--- src/rtl/core/swv_pkg.sv ---
// Shared types and constants for the sliding window variance block.
package swv_pkg;

	// Default sizes
	localparam int MAX_WINDOW_DEF  = 1024;
	localparam int SAMPLE_BITS_DEF = 24;

	// Register widths and port widths
	localparam int WIN_LEN_W  = 11;
	localparam int RECIP_W    = 32;
	localparam int CFG_IDX_W  = 2;
	localparam int CFG_DATA_W = 32;
	localparam int VAR_W      = 63;
	localparam int FRAC_BITS  = 16;

	// Running sums are kept at most one machine word wide
	localparam int ACC_W = 64;

	// Beats the front may hold between its input and the back end
	localparam int QUEUE_DEPTH = 4;

	// Register reset values
	localparam logic [WIN_LEN_W-1:0] WIN_LEN_RST          = 11'd10;
	localparam logic [RECIP_W-1:0]   RECIP_LEN_M1_RST     = 32'd477218588;
	localparam logic [RECIP_W-1:0]   RECIP_LEN_LEN_M1_RST = 32'd47721859;

	// Register indexes
	localparam logic [CFG_IDX_W-1:0] CFG_WINDOW_LEN       = 2'd0;
	localparam logic [CFG_IDX_W-1:0] CFG_RECIP_LEN_M1     = 2'd1;
	localparam logic [CFG_IDX_W-1:0] CFG_RECIP_LEN_LEN_M1 = 2'd2;

	// Saturation value of the result
	localparam logic [VAR_W-1:0] VAR_MAX = {VAR_W{1'b1}};

	// Reciprocal factors handed to the back end
	typedef struct packed {
		logic [RECIP_W-1:0] len_m1;
		logic [RECIP_W-1:0] len_len_m1;
	} recip_t;

endpackage

--- src/rtl/core/swv_fifo.sv ---
// Short register queue between the front and back ends.
module swv_fifo #(
	parameter int WIDTH = 95,
	parameter int DEPTH = swv_pkg::QUEUE_DEPTH
) (
	input  logic                         clk,
	input  logic                         arst_n,
	input  logic                         push,
	input  logic [WIDTH-1:0]             push_data,
	input  logic                         pop,
	output logic [WIDTH-1:0]             pop_data,
	output logic                         not_empty,
	output logic [$clog2(DEPTH+1)-1:0]   count
);

	localparam int PTR_W = $clog2(DEPTH);
	localparam int CNT_W = $clog2(DEPTH + 1);

	logic [WIDTH-1:0] mem_q [DEPTH];
	logic [PTR_W-1:0] wr_ptr_q;
	logic [PTR_W-1:0] rd_ptr_q;
	logic [CNT_W-1:0] count_q;
	logic             do_push;
	logic             do_pop;

	assign do_push   = push && (count_q != CNT_W'(DEPTH));
	assign do_pop    = pop && (count_q != '0);
	assign pop_data  = mem_q[rd_ptr_q];
	assign not_empty = count_q != '0;
	assign count     = count_q;

	// Pointers and fill level
	always_ff @(posedge clk or negedge arst_n) begin
		if (!arst_n) begin
			wr_ptr_q <= '0;
			rd_ptr_q <= '0;
			count_q  <= '0;
		end else begin
			if (do_push) begin
				wr_ptr_q <= (wr_ptr_q == PTR_W'(DEPTH - 1)) ? '0 : wr_ptr_q + PTR_W'(1);
			end
			if (do_pop) begin
				rd_ptr_q <= (rd_ptr_q == PTR_W'(DEPTH - 1)) ? '0 : rd_ptr_q + PTR_W'(1);
			end
			case ({do_push, do_pop})
				2'b10:   count_q <= count_q + CNT_W'(1);
				2'b01:   count_q <= count_q - CNT_W'(1);
				default: count_q <= count_q;
			endcase
		end
	end

	// Storage
	always_ff @(posedge clk) begin
		if (do_push) begin
			mem_q[wr_ptr_q] <= push_data;
		end
	end

endmodule

--- config.mk ---
export PLATFORM = sky130hd
export DESIGN_NAME = swv_fifo
export DESIGN_NICKNAME = d
export VERILOG_FILES = /design/src/rtl/core/swv_pkg.sv /design/src/rtl/core/swv_fifo.sv
export SDC_FILE = /design/constraint.sdc
export NUM_CORES = 1
export LEC_CHECK = 0
export BUFFER_PORTS_ARGS = -buffer_cell sky130_fd_sc_hd__clkbuf_2
export CAP_MARGIN = 20
export CORE_MARGIN = 5
export CORE_UTILIZATION = 55
export CTS_BUF_LIST = sky130_fd_sc_hd__clkbuf_16
export DETAILED_ROUTE_END_ITERATION = 6
export PLACE_DENSITY = 0.84
export SLEW_MARGIN = 20
export SYNTH_ARGS = -nofsm -noshare
export SYNTH_HDL_FRONTEND = slang
export SYNTH_SLANG_ARGS = --single-unit
--- constraint.sdc ---
create_clock -name clk -period 6.5 [get_ports clk]
set_clock_uncertainty 0.05 [all_clocks]
set_input_delay 0.975 -clock clk [delete_from_list [all_inputs] [get_ports clk]]
set_output_delay 0.975 -clock clk [all_outputs]
set_load 0.005 [all_outputs]
==> results.cfg <==
[run_status]
run_status = finished clean

[sta]
timing.hold.ws_ns = 0.249
timing_hold_violations_final = 0
fmax_ghz = 0.250
grt_setup_unrepaired = false
timing.setup.tns_ns = 0
timing.final.max_slew_violations = 0
total_of_endpoints_with_negative_setup_slack_in_the_final_report = 0
max_slew.worst_pin.slew_ns = 0.962
period_share_pct = 61.4
timing.max_slew.rel_slack_pct = 35.8
postLayoutSetupSlackWorst_ns = 2.51
layout_min_cycle_time_ns = 3.99

[final_layout]
inserted_diodes = 0
design.final.nets = 869
fillerInstances = 1581
drive_above_1_share_pct = 46.1
area_growth_pct = 18.2

[yosys]
synth_cell_types = 22
number_of_enable_flip_flop_cells_after_synthesis = 380
yosysMostFrequentCell = edfxtp_1
synth_flop_cell = edfxtp_1
synthTopCellsByCount = edfxtp_1 (380), mux4_2 (95), buf_2 (8)
synth-async-reset-ratio_pct = 1.81
avgSynthCellArea_um2 = 26.3
yosys.area.top_type = edfxtp_1
synth_sequential_area_ratio_pct = 81.9
synth.top_cell.area_share_pct = 80.6
post_synth_inst_count = 539
synth.cell_area_um2 = 14200
number_of_register_bits_inferred_by_synthesis = 387
synth_fp_nets = 645
yosys-top-cells-area = edfxtp_1 (81%), mux4_2 (15%), dfrtp_1 (1.2%)
ys_warn_count = 0

[critical_path]
required_ns = 5.47
worstSetupStartpointType = register
endpoint_kind = output pin
regToRegSetupSlack_ns = 3.60
crit_path_from = rd_ptr_q[0]$_DFFE_PN0P_
timing.rr.start = count[0]$_DFFE_PN0P_
timing_worst_setup_path_type = register to output pin
worst-endpoint-arrival_ns = 2.97
path_max_fanout = 50
crit_path_end = pop_data[43]
ff2ff_path_depth = 4
critical_path.reg2reg.endpoint = mem_q[0][81]$_DFFE_PP_

[drt]
highest_layer = met5
route.met3.wl_um = 2140
detail_route.wirelength.met1_um = 10400
initial_drt_pass_iterations = 5
detail-route-antenna-nets = 0
detailedRoute.firstIterationViolations = 573
route.met2.wl_um = 14300
totalWireLength_um = 27300
via_count = 6468
routedWlPerCell_um = 24.3
remaining_drc_errors = 0
post_drt_via_cell_ratio = 5.76

[global_routing]
grt_overflow = 0
antenna_violations_before_repair = 1
globalRouteTotalUtil_pct = 19.0
first_global_vias = 7000
grt_pass1_wl_um = 41400
maximum_number_of_pins_on_one_net_before_global_route_repair = 51

[cts]
clkSinkCount = 387
max-clock-path-buffers = 3
cts-hold-fix-buffers = 0
post_cts_resize_count = 0
clock_tree_from_tritoncts = done
worstSkewPairLatency_ns = 0.50
cts_root_buffer = clkbuf_16
post-cts-setup-buffer-count = 0
clock_tree.htree_level_count = 2
cts_made_buffers = 39
worst_setup_hold_path_clk_slew_ns = 0.06

[place]
setup_ws_pre_cts_ns = 2.96
numPortBuffers = 197
globalplace.congestion = 0.726
place_hpwl_um = 16800

[hold_path]
holdCritPathClass = input port to asynchronous set/reset pin

[floorplanning]
num_io_pins = 198
dieHeight_um = 170
core_um2 = 25300
num_rows = 58
floorplan.initialDensity_pct = 56.0
floorplan.die_area_um2 = 29000
fp.dieW_um = 170

[job]
timing.max_cap.violations = 0

[power_and_ir_drop]
power.ir.vdd_worst_v = 0.000274
leakage_nw = 5.81
power_per_cell_area_nw_per_um2 = 457
[area by class of cell]
cell class              count  area (um^2)  area share [%]
flip-flops and latches    387        11600            69.3
multi-input cells         123         2390            14.3
repair buffers            205         1050            6.25
clock buffers              41         1030            6.13
well taps                 330          413            2.47
clock inverters            29          231            1.38
inverters                   7         26.3           0.157
[through the flow]
| step | std cells | total power [W] | utilization [%] | area [um^2] |
|---|---|---|---|---|
| 6_report | 1122 | 0.00764 | 66.2 | 16700 |
| 5_1_grt | 1122 | 0.00802 | 66.2 | 16700 |
| 4_1_cts | 1122 | 0.00775 | 66.2 | 16700 |
| 3_5_place_dp | 1052 | 0.00558 | 61.3 | 15500 |
| 3_3_place_gp | 1052 | 0.00548 | 61.3 | 15500 |
| 2_1_floorplan | 539 | 0.00480 | - | 14200 |
[registers in the layout, indices dropped and copies added (netlist names)]
| signal | flops |
|---|---|
| mem_q | 380 |
| count | 3 |
| rd_ptr_q | 2 |
| wr_ptr_q | 2 |
[worst max-delay path, cell delays in order (launching register included)]
cell and delay (ns):
dfrtp_4 1.05, buf_4 0.61, mux4_2 0.61, clkbuf_2 0.14
[how the worst min path moves through the flow]
| stage | start | endpoint | slack [ns] | depth (start not counted) |
|---|---|---|---|---|
| after detailed placement | count[1]$_DFFE_PN0P_ | count[1]$_DFFE_PN0P_ | 0.50 | 2 |
| after global placement | count[0]$_DFFE_PN0P_ | count[0]$_DFFE_PN0P_ | 0.47 | 1 |
| after CTS | arst_n | count[2]$_DFFE_PN0P_ | 0.23 | 1 |
| after floorplan | count[2]$_DFFE_PN0P_ | count[2]$_DFFE_PN0P_ | 0.47 | 1 |
| final | arst_n | rd_ptr_q[1]$_DFFE_PN0P_ | 0.25 | 1 |
| after global routing | arst_n | count[2]$_DFFE_PN0P_ | 0.24 | 1 |
[placed cells by master, fill, tap and decap left out, types with 2 or more instances in the layout]
| master | synthesis | layout |
|---|---|---|
| mux2_2 | 4 | 4 |
| buf_4 | 5 | 8 |
| nand2_1 | 3 | 3 |
| clkinvlp_4 | 0 | 2 |
| inv_1 | 7 | 15 |
| and2_4 | 0 | 3 |
| mux4_2 | 95 | 95 |
| nor2_1 | 4 | 4 |
| clkbuf_16 | 0 | 41 |
| bufinv_16 | 0 | 4 |
| clkinv_1 | 0 | 7 |
| xor2_1 | 2 | 2 |
| ha_1 | 6 | 6 |
| clkinv_2 | 0 | 8 |
| dfrtp_4 | 0 | 2 |
| dfrtp_1 | 7 | 5 |
| edfxtp_1 | 380 | 380 |
| clkbuf_2 | 0 | 197 |
[kinds of logic (layout without fill, tap and decap cells)]
group           Yosys count  count (layout)  share of synthesized area (%)
xor+xnor                  3               3                          0.186
buf+inv                  29             282                           1.35
simple gates             11              11                          0.362
flops                   387             387                           81.9
fa+ha+maj                 7               7                          0.672
mux                      99              99                           15.4
compound gates            3               3                          0.124
[metal layers]
| metal | up-vias | track usage, % |
|---|---|---|
| li1 | 2766 | - |
| met1 | 3387 | 25.6 |
| met2 | 277 | 32.4 |
| met3 | 36 | 4.46 |
| met4 | 2 | 4.13 |
| met5 | - | 0 |
[where the power goes]
part           internal (W)  switching [W]
clock               0.00130       0.000858
sequential          0.00330       0.000276
combinational      0.000966       0.000943
total               0.00556        0.00208
(Power assumes the default switching activity.)
